==> config.mk <==
export PLATFORM = sky130hd
export DESIGN_NAME = safety_stop_reaction_monitor_unit
export DESIGN_NICKNAME = d
export VERILOG_FILES = /design/src/rtl/core/ssrm_pkg.sv /design/src/rtl/core/ssrm_divider.sv /design/src/rtl/core/safety_stop_reaction_monitor_unit.sv
export SDC_FILE = /design/constraint.sdc
export NUM_CORES = 2
export LEC_CHECK = 0
export BUFFER_PORTS_ARGS = -buffer_cell sky130_fd_sc_hd__buf_2
export CAP_MARGIN = 20
export CORE_MARGIN = 5
export CORE_UTILIZATION = 55
export DETAILED_ROUTE_END_ITERATION = 10
export GPL_TIMING_DRIVEN = 0
export HOLD_SLACK_MARGIN = 0.02
export PLACE_DENSITY = 0.78
export SLEW_MARGIN = 30
export SYNTH_ARGS = -nofsm -noshare
export SYNTH_HDL_FRONTEND = slang
export SYNTH_SLANG_ARGS = --single-unit
export TNS_END_PERCENT = 50
==> constraint.sdc <==
create_clock -name clk -period 6.8 [get_ports clk]
set_input_delay 0.34 -clock clk [delete_from_list [all_inputs] [get_ports clk]]
set_output_delay 0.34 -clock clk [all_outputs]
set_load 0.005 [all_outputs]
==> src/rtl/core/ssrm_pkg.sv <==
// Shared types, codes and constants of the safety stop reaction monitor.
`timescale 1ns / 1ps

package ssrm_pkg;

  // Request kinds carried in the input tuser.
  localparam logic [1:0] KIND_LEVEL = 2'd0;
  localparam logic [1:0] KIND_RAW   = 2'd1;
  localparam logic [1:0] KIND_FINAL = 2'd2;

  // Safety level codes.
  localparam logic signed [15:0] LEVEL_EMERG  = 16'sd0;
  localparam logic signed [15:0] LEVEL_HAZARD = 16'sd1;
  localparam logic signed [15:0] LEVEL_FREE   = 16'sd2;

  // Configuration register indexes.
  localparam logic [1:0] REG_STOP_THRESHOLD  = 2'd0;
  localparam logic [1:0] REG_OVERRIDE_MARGIN = 2'd1;

  localparam int CFG_INDEX_W = 2;
  localparam int CFG_DATA_W  = 16;
  localparam int SPEED_CFG_W = 15;

  localparam logic [SPEED_CFG_W-1:0] STOP_THRESHOLD_RST  = 15'd30;
  localparam logic [SPEED_CFG_W-1:0] OVERRIDE_MARGIN_RST = 15'd50;

  // Counter slots.
  localparam int CNT_EMERG    = 0;
  localparam int CNT_HAZARD   = 1;
  localparam int CNT_FREE     = 2;
  localparam int CNT_CHANGE   = 3;
  localparam int CNT_OVERRIDE = 4;
  localparam int CNT_REACT    = 5;
  localparam int NUM_CNT      = 6;

  // Stream layout.
  localparam int IN_TIME_W   = 48;
  localparam int IN_TIME_LSB = 0;
  localparam int IN_LEVEL_LSB = 48;
  localparam int IN_SPEED_LSB = 64;
  localparam int IN_TDATA_W  = 80;
  localparam int IN_TUSER_W  = 2;
  localparam int OUT_TDATA_W = 312;

  // Divider geometry: 32-bit dividend, one quotient bit per cycle.
  localparam int QUO_W  = 32;
  localparam int STEP_W = 5;
  localparam logic [STEP_W-1:0] LAST_STEP = 5'd31;

  // Divider status seen by the sequencer.
  typedef struct packed {
    logic busy;
    logic done;
  } div_stat_t;

  // Magnitude of a 16-bit signed speed, exact for the most negative value.
  function automatic logic [16:0] mag16(input logic [15:0] v);
    logic [16:0] ext;
    ext = {v[15], v};
    return v[15] ? (~ext + 17'd1) : ext;
  endfunction

endpackage

==> src/rtl/core/ssrm_divider.sv <==
// Bit-serial restoring divider used for the running mean update.
`timescale 1ns / 1ps

module ssrm_divider #(
  parameter int COUNT_BITS = 32
) (
  input  logic                      clk,
  input  logic                      rst,
  input  logic                      start,
  input  logic [ssrm_pkg::QUO_W-1:0] dividend,
  input  logic [COUNT_BITS-1:0]     divisor,
  output logic [ssrm_pkg::QUO_W-1:0] quotient,
  output ssrm_pkg::div_stat_t       stat
);

  logic [COUNT_BITS-1:0]           rem;
  logic [COUNT_BITS-1:0]           dsr;
  logic [ssrm_pkg::QUO_W-1:0]      quo;
  logic [ssrm_pkg::STEP_W-1:0]     step;
  logic                            busy;
  logic                            done;

  logic [COUNT_BITS:0]             trial;
  logic                            fits;
  logic [COUNT_BITS:0]             rem_next;

  // One restoring step: shift in the next dividend bit and try the divisor.
  always_comb begin
    trial    = {rem, quo[ssrm_pkg::QUO_W-1]};
    fits     = trial >= {1'b0, dsr};
    rem_next = fits ? (trial - {1'b0, dsr}) : trial;
  end

  // Iteration control; the quotient collects in the dividend register.
  always_ff @(posedge clk) begin
    if (rst) begin
      busy <= 1'b0;
      done <= 1'b0;
      step <= '0;
    end else begin
      done <= !start && busy && (step == ssrm_pkg::LAST_STEP);
      if (start) begin
        busy <= 1'b1;
        step <= '0;
        rem  <= '0;
        dsr  <= divisor;
        quo  <= dividend;
      end else if (busy) begin
        rem  <= rem_next[COUNT_BITS-1:0];
        quo  <= {quo[ssrm_pkg::QUO_W-2:0], fits};
        step <= step + 1'b1;
        if (step == ssrm_pkg::LAST_STEP) begin
          busy <= 1'b0;
        end
      end
    end
  end

  assign quotient  = quo;
  assign stat.busy = busy;
  assign stat.done = done;

endmodule

==> src/rtl/core/safety_stop_reaction_monitor_unit.sv <==
// Top level of the safety stop reaction monitor.
//
//   Channel  Dir  Handshake                  Payload
//   s_axis   in   s_axis_tvalid/tready       tdata: time, level, speed; tuser: kind
//   m_axis   out  m_axis_tvalid/tready       tdata: level, counters, reaction stats
//   cfg      in   cfg_valid/cfg_ready        cfg_index, cfg_data
//
// A result is offered once the item has passed the execute state and, when the item
// records a reaction time, also the mean update: a bit-serial divider that resolves
// one quotient bit per cycle. The input reopens in the cycle after the result transfer,
// and an output stall holds the item until its result is taken.
// The input is ready only while no item is in work; a result waits in the
// output register until taken. Synchronous reset restores all statistics.
`timescale 1ns / 1ps

module safety_stop_reaction_monitor_unit #(
  parameter int COUNT_BITS = 32,
  parameter int TIME_BITS  = 48
) (
  input  logic                               clk,
  input  logic                               rst,
  // tdata: time_us[47:0], signal_level[63:48], speed_mm_s[79:64]
  input  logic                               s_axis_tvalid,
  output logic                               s_axis_tready,
  input  logic [ssrm_pkg::IN_TDATA_W-1:0]    s_axis_tdata,
  // tuser: req_type[1:0]
  input  logic [ssrm_pkg::IN_TUSER_W-1:0]    s_axis_tuser,
  // tdata: level_now[15:0], emergency_total[47:16], hazard_total[79:48],
  // free_total[111:80], change_total[143:112], override_total[175:144],
  // reaction_total[207:176], reaction_min_us[239:208],
  // reaction_max_us[271:240], reaction_mean_us[303:272], awaiting_stop[304]
  output logic                               m_axis_tvalid,
  input  logic                               m_axis_tready,
  output logic [ssrm_pkg::OUT_TDATA_W-1:0]   m_axis_tdata,
  input  logic                               cfg_valid,
  output logic                               cfg_ready,
  input  logic [ssrm_pkg::CFG_INDEX_W-1:0]   cfg_index,
  input  logic [ssrm_pkg::CFG_DATA_W-1:0]    cfg_data
);

  typedef enum logic [1:0] {ST_IDLE, ST_EXEC, ST_DIV, ST_OUT} state_t;

  state_t state;

  // Configuration.
  logic [ssrm_pkg::SPEED_CFG_W-1:0] stop_threshold;
  logic [ssrm_pkg::SPEED_CFG_W-1:0] override_margin;

  // Latched input item.
  logic [1:0]                item_kind;
  logic [TIME_BITS-1:0]      item_time;
  logic signed [15:0]        item_level;
  logic [15:0]               item_speed;

  // Monitor state.
  logic signed [15:0]        level_reg;
  logic                      level_seen;
  logic [15:0]               raw_speed_reg;
  logic                      raw_seen;
  logic                      stop_pending;
  logic [TIME_BITS-1:0]      emergency_time;
  logic [COUNT_BITS-1:0]     cnt [ssrm_pkg::NUM_CNT];
  logic [31:0]               reaction_min;
  logic [31:0]               reaction_max;
  logic [31:0]               reaction_mean;
  logic                      mean_up;

  // Datapath of one event.
  logic [16:0]               fmag;
  logic [16:0]               rmag;
  logic                      stop_hit;
  logic [TIME_BITS-1:0]      elapsed;
  logic [31:0]               react_x;
  logic                      moving;
  logic                      reduced;
  logic                      level_alarm;
  logic                      override_hit;
  logic [COUNT_BITS-1:0]     react_n;
  logic [31:0]               mean_diff;
  logic                      div_start;
  logic [ssrm_pkg::QUO_W-1:0] div_quo;
  ssrm_pkg::div_stat_t       div_stat;
  logic [31:0]               cnt32 [ssrm_pkg::NUM_CNT];

  function automatic logic [COUNT_BITS-1:0] bump(input logic [COUNT_BITS-1:0] c);
    return (&c) ? c : c + 1'b1;
  endfunction

  // Elapsed time since the emergency stamp, clipped at zero and saturated.
  assign elapsed = (item_time >= emergency_time) ? (item_time - emergency_time) : '0;

  generate
    if (TIME_BITS > 32) begin : g_time_sat
      assign react_x = (|elapsed[TIME_BITS-1:32]) ? '1 : elapsed[31:0];
    end else begin : g_time_fit
      assign react_x = 32'(elapsed);
    end
  endgenerate

  // Counters are shown saturated to 32 bits.
  generate
    for (genvar k = 0; k < ssrm_pkg::NUM_CNT; k++) begin : g_cnt_out
      if (COUNT_BITS > 32) begin : g_sat
        assign cnt32[k] = (|cnt[k][COUNT_BITS-1:32]) ? '1 : cnt[k][31:0];
      end else begin : g_fit
        assign cnt32[k] = 32'(cnt[k]);
      end
    end
  endgenerate

  // Stop and override decisions for a final command.
  always_comb begin
    fmag         = ssrm_pkg::mag16(item_speed);
    rmag         = ssrm_pkg::mag16(raw_speed_reg);
    stop_hit     = stop_pending && (fmag <= {2'b00, stop_threshold});
    moving       = rmag > {2'b00, stop_threshold};
    reduced      = ({1'b0, fmag} + {3'b000, override_margin}) < {1'b0, rmag};
    level_alarm  = (level_reg == ssrm_pkg::LEVEL_EMERG) ||
                   (level_reg == ssrm_pkg::LEVEL_HAZARD);
    override_hit = raw_seen && level_seen && level_alarm && moving && reduced;
    react_n      = bump(cnt[ssrm_pkg::CNT_REACT]);
    mean_diff    = (react_x >= reaction_mean) ? (react_x - reaction_mean)
                                              : (reaction_mean - react_x);
    div_start    = (state == ST_EXEC) && (item_kind == ssrm_pkg::KIND_FINAL) && stop_hit;
  end

  ssrm_divider #(
    .COUNT_BITS (COUNT_BITS)
  ) u_div (
    .clk      (clk),
    .rst      (rst),
    .start    (div_start),
    .dividend (mean_diff),
    .divisor  (react_n),
    .quotient (div_quo),
    .stat     (div_stat)
  );

  // Configuration writes are taken at any time.
  assign cfg_ready = 1'b1;

  always_ff @(posedge clk) begin
    if (rst) begin
      stop_threshold  <= ssrm_pkg::STOP_THRESHOLD_RST;
      override_margin <= ssrm_pkg::OVERRIDE_MARGIN_RST;
    end else if (cfg_valid) begin
      case (cfg_index)
        ssrm_pkg::REG_STOP_THRESHOLD:  stop_threshold  <= cfg_data[ssrm_pkg::SPEED_CFG_W-1:0];
        ssrm_pkg::REG_OVERRIDE_MARGIN: override_margin <= cfg_data[ssrm_pkg::SPEED_CFG_W-1:0];
        default: ;
      endcase
    end
  end

  // Sequencer and monitor state.
  always_ff @(posedge clk) begin
    if (rst) begin
      state          <= ST_IDLE;
      level_reg      <= ssrm_pkg::LEVEL_FREE;
      level_seen     <= 1'b0;
      raw_speed_reg  <= '0;
      raw_seen       <= 1'b0;
      stop_pending   <= 1'b0;
      emergency_time <= '0;
      for (int k = 0; k < ssrm_pkg::NUM_CNT; k++) begin
        cnt[k] <= '0;
      end
      reaction_min   <= '1;
      reaction_max   <= '0;
      reaction_mean  <= '0;
      mean_up        <= 1'b0;
    end else begin
      case (state)
        ST_IDLE: begin
          if (s_axis_tvalid) begin
            item_kind  <= s_axis_tuser;
            item_time  <= TIME_BITS'(s_axis_tdata[ssrm_pkg::IN_TIME_LSB +: ssrm_pkg::IN_TIME_W]);
            item_level <= s_axis_tdata[ssrm_pkg::IN_LEVEL_LSB +: 16];
            item_speed <= s_axis_tdata[ssrm_pkg::IN_SPEED_LSB +: 16];
            state      <= ST_EXEC;
          end
        end
        ST_EXEC: begin
          // A recorded reaction time continues into the mean update.
          state <= div_start ? ST_DIV : ST_OUT;
          case (item_kind)
            ssrm_pkg::KIND_LEVEL: begin
              if (item_level == ssrm_pkg::LEVEL_EMERG) begin
                cnt[ssrm_pkg::CNT_EMERG] <= bump(cnt[ssrm_pkg::CNT_EMERG]);
                emergency_time <= item_time;
                stop_pending   <= 1'b1;
              end else if (item_level == ssrm_pkg::LEVEL_HAZARD) begin
                cnt[ssrm_pkg::CNT_HAZARD] <= bump(cnt[ssrm_pkg::CNT_HAZARD]);
              end else if (item_level == ssrm_pkg::LEVEL_FREE) begin
                cnt[ssrm_pkg::CNT_FREE] <= bump(cnt[ssrm_pkg::CNT_FREE]);
              end
              if (level_seen && (item_level != level_reg)) begin
                cnt[ssrm_pkg::CNT_CHANGE] <= bump(cnt[ssrm_pkg::CNT_CHANGE]);
              end
              level_reg  <= item_level;
              level_seen <= 1'b1;
            end
            ssrm_pkg::KIND_RAW: begin
              raw_speed_reg <= item_speed;
              raw_seen      <= 1'b1;
            end
            ssrm_pkg::KIND_FINAL: begin
              if (stop_hit) begin
                cnt[ssrm_pkg::CNT_REACT] <= react_n;
                if (react_x < reaction_min) begin
                  reaction_min <= react_x;
                end
                if (react_x > reaction_max) begin
                  reaction_max <= react_x;
                end
                mean_up      <= react_x >= reaction_mean;
                stop_pending <= 1'b0;
              end
              if (override_hit) begin
                cnt[ssrm_pkg::CNT_OVERRIDE] <= bump(cnt[ssrm_pkg::CNT_OVERRIDE]);
              end
            end
            default: ;
          endcase
        end
        ST_DIV: begin
          // Apply the truncated step toward the new sample.
          if (div_stat.done) begin
            reaction_mean <= mean_up ? (reaction_mean + div_quo) : (reaction_mean - div_quo);
            state         <= ST_OUT;
          end
        end
        ST_OUT: begin
          if (m_axis_tready) begin
            state <= ST_IDLE;
          end
        end
        default: state <= ST_IDLE;
      endcase
    end
  end

  assign s_axis_tready = (state == ST_IDLE);
  assign m_axis_tvalid = (state == ST_OUT);

  // Result word, assembled from the state left by the item.
  assign m_axis_tdata = {7'b0000000, stop_pending, reaction_mean, reaction_max, reaction_min,
                         cnt32[ssrm_pkg::CNT_REACT], cnt32[ssrm_pkg::CNT_OVERRIDE],
                         cnt32[ssrm_pkg::CNT_CHANGE], cnt32[ssrm_pkg::CNT_FREE],
                         cnt32[ssrm_pkg::CNT_HAZARD], cnt32[ssrm_pkg::CNT_EMERG],
                         level_reg};

  // A result and a new input transfer are never offered together.
  a_no_overlap: assert property (@(posedge clk) disable iff (rst)
    !(s_axis_tready && m_axis_tvalid))
    else $error("input ready while a result is pending");

  // An accepted item closes the input until its result is taken.
  a_busy_after_accept: assert property (@(posedge clk) disable iff (rst)
    (s_axis_tvalid && s_axis_tready) |=> !s_axis_tready)
    else $error("input reopened right after a transfer");

  // The stop timer is armed only by an emergency level report.
  a_arm_source: assert property (@(posedge clk) disable iff (rst)
    $rose(stop_pending) |-> ($past(state) == ST_EXEC &&
                             item_kind == ssrm_pkg::KIND_LEVEL &&
                             item_level == ssrm_pkg::LEVEL_EMERG))
    else $error("stop timer armed without an emergency");

  // Once a reaction is recorded the extremes stay ordered.
  a_min_max: assert property (@(posedge clk) disable iff (rst)
    (m_axis_tvalid && cnt[ssrm_pkg::CNT_REACT] != '0) |-> (reaction_min <= reaction_max))
    else $error("reaction minimum above maximum");

  // The divider only runs while the sequencer waits for the mean update.
  a_div_window: assert property (@(posedge clk) disable iff (rst)
    div_stat.busy |-> (state == ST_DIV))
    else $error("divider busy outside the mean update");

endmodule

==> results.md <==
- Worst EP arrival: 7.10 ns
- Worst-Margin Slew: 1.12 ns
- Total CTS buffers: 68
- Crit path depth: 29
- Status: complete, no violations
- Initial antenna violation count: 12
- Reg-to-reg startpoint: item_time[0]
- Area delta synth->final: 22.9%
- GRT Overall Usage: 30.4%
- HPWL Detailed: 91.3 mm
- Max reg flops: 192
- Top cell type's share of synthesized area: 28.6%
- Worst Path Buf+Inv: 6
- DRC: 0
- Pwr dens: 212 nW/µm²
- Clk_lat worst skew: between 0.6 and 0.7 ns
- Drt wl/cell: 20.1 µm
- Root Buffer: clkbuf_16
- Via count: 35500
- WS Path Type: register to register
- TritonCTS clock tree: built
- Design area: 47800 µm²
- WP data required: 7.16 ns
- Fmax: ~150 MHz
- FF-to-FF End: u_div.quotient[30]
- Worst Setup Start Kind: register
- RD Place Congestion: 0.955
- Worst reg2reg path depth: 29
- Cell taking the most area after synthesis: edfxtp_1
- Routed Antenna Nets: 0
- Synth cell types: 83
- EDFF count, synth: 370
- Post-Syn Area: 38900 µm²
- Hold Crit Class: input pin to register
- Lkg Pwr: 19.6 nW
- Largest cells by area after synthesis: edfxtp_1 (29%), dfxtp_1 (11%), ha_1 (10%)
- Boundary pin count: between 400 and 500
- Fin. max-slew vios: 0
- First-pass iteration count of the detailed router: 8
- Layout Skew: around 0.028 ns
- Top Registers: cnt (192), emergency_time (48), item_time (48)
- Routed wire length: 122 mm
- Critical Path Slowest Stage Cell: fa_2
- First-pass GRT wire length: 185 mm
- Initial DRC Count: between 2000 and 3000
- RSZ-0062 raised after global routing: yes
- Syn Area/Cell: 8.84 µm²
- Max_cap viols: 0
- Hold path depth: 4
- Rel. slew slack: 24.7%
- Async SR Flop Fraction: 0%
- Sequential cell area fraction in the yosys report: approximately two fifths
- Commonest non-fill, non-tap cell in the layout: nand2_1
- Vias per inst: 5.83
- I/O Buffers: 410
- Syn. warnings: 0
- Hold endpoint: stop_threshold[10]
- Nets@finish: around 5500
- H-tree depth: 3
- Initial core utilization: between 50% and 60%
- Final Power: 0.0101 W
- Critical path capture point type: register
- Core ar.: 70100 µm²
- Worst-path clk slew: ~0.060 ns
- Worst VDD drop: 228 µV
- Hold Vio Cnt, Final: 0
- Grt ovf: 0
- Reg with most FFs: cnt
- Main flop type after synthesis: edfxtp_1
- Commonest cells after routing, fill and taps aside: nand2_1 (546), buf_2 (425), a21oi_1 (414)
- Cell Rows: 97
- CTS max path bufs: 3
- Worst hold start: cfg_index[1]
- Chip height: 276 µm
- Mapped Cells: 4398
- Setup slack, reg-to-reg: around 0.06 ns
- Final Setup Violations: 0
- Crit-path max FO: 8
- Min cycle time layout: 6.74 ns
- Die area: 76100 µm²
- Delay-heaviest family, CP: compound AO/OA/AOI/OAI gates
- Chip Width: between 200 and 300 µm
- Largest net degree at the start of global routing: 54
- Total clock sinks: 589
- Vias in the first global route: 33800
- Share of layout cells above drive strength 1: about 18%
- Post-synthesis register bit count: slightly below 600
- Final period util: 99.1%
- Placed standard-cell area: 42500 µm²
- Max incr delay on CP: 0.43 ns
-- worst max-delay path by stage --
stage / startpoint / to / slack (ns)
after detailed placement: item_time[1] / u_div.quotient[5] / -1.38
after global placement: item_speed[6] / u_div.quotient[2] / -2.19
after CTS: item_time[0] / u_div.quotient[27] / -0.007
after global routing: item_time[0] / u_div.quotient[30] / -0.19
after floorplan: item_speed[15] / cnt[0][128] / -0.15
final: item_time[0] / u_div.quotient[30] / 0.06
-- area by class of cell --
type                    count  area [µm²]
fillers                  5532       22400
diodes                      8        20.0
plain buffers             165         885
inverters                 330        1240
clock buffers              81        1800
flip-flops and latches    589       15500
clock inverters            45         533
repair buffers            614        4060
multi-input cells        3304       22600
well taps                 940        1180
-- through the flow --
| step | cells | hold WS [ns] | setup TNS [ns] | setup WS (ns) | utilization, % |
|---|---|---|---|---|---|
| 6_report | 6076 | 0.118 | 0 | 0.0600 | 68.1 |
| 2_1_floorplan | 4405 | 0.432 | -4.85 | -0.152 | - |
| 4_1_cts | 6000 | 0.0777 | -0.00919 | -0.00732 | 66.3 |
| 3_3_place_gp | 5755 | 0.442 | -283.28 | -2.19 | 60.1 |
| 5_1_grt | 6071 | 0.141 | -1.47 | -0.186 | 68.1 |
| 3_5_place_dp | 5766 | 0.447 | -87.64 | -1.38 | 60.5 |
-- synthesized netlist by cell type (all sizes together), types with 6 or more instances --
cell,n
a211o,7
nand4,80
a211oi,27
and2,40
o31ai,18
nor4b,8
a21boi,15
o211ai,87
o31a,6
nand2,549
xor2,193
o21ai,199
a21o,118
nand3,141
a2111oi,9
clkbuf,132
a31oi,24
nor4,28
nand3b,11
o21a,36
inv,330
a221oi,7
nand2b,25
or3,31
buf,50
and4,8
xnor2,186
o21bai,36
nor2b,29
nor2,386
fa,6
mux2i,21
and3,77
edfxtp,370
nor3,56
a21oi,431
dfxtp,219
ha,313
or2,8
-- per-layer routing --
| metal | vias up | share of wire, % | wire length (µm) | GRT usage (%) |
|---|---|---|---|---|
| met3 | 280 | 7.9 | 9610 | 5.73 |
| li1 | 16900 | - | - | - |
| met5 | - | 0.068 | 83 | 0 |
| met2 | 1305 | 47 | 57300 | 50.2 |
| met4 | 12 | 4.2 | 5140 | 11.7 |
| met1 | 16900 | 41 | 50300 | 40.0 |
-- logic make-up (layout without fill, tap and decap cells) --
family          Yosys count  count (layout)  share of synthesized area [%]
flops                   589             589                           39.8
mux                      25              25                          0.656
buf+inv                 512            1235                           5.21
xor+xnor                379             379                           8.53
fa+ha+maj               319             319                           10.4
compound gates         1074            1074                           17.6
other cells               2              17                         0.0193
simple gates           1498            1498                           17.8
-- power by group --
group / switching, W / internal (W) / leakage, nW
Clock: 0.00160 / 0.00227 / 1.14
Combinational: 0.00127 / 0.000895 / 13.1
Sequential: 0.000135 / 0.00393 / 5.37
-- worst reg2reg max path: cells and delay by family, from the launching register on --
kind	cells	cell delay, ns
mux	1	0.33
xor+xnor	1	0.20
fa+ha+maj	3	0.94
flops	1	0.39
compound gates	11	2.22
simple gates	7	1.63
buf+inv	6	0.78
-- repair_timing --
item / 4_1_cts / 5_1_grt
hold buffers: 97 / 0
gates resized for setup: 138 / 164
endpoints found under the setup margin: 96 / 144
pin swaps: 31 / 34
hold endpoints to repair: 112 / 0
gates cloned: 1 / 4
buffers inserted: 21 / 69
(Power assumes the default switching activity.)
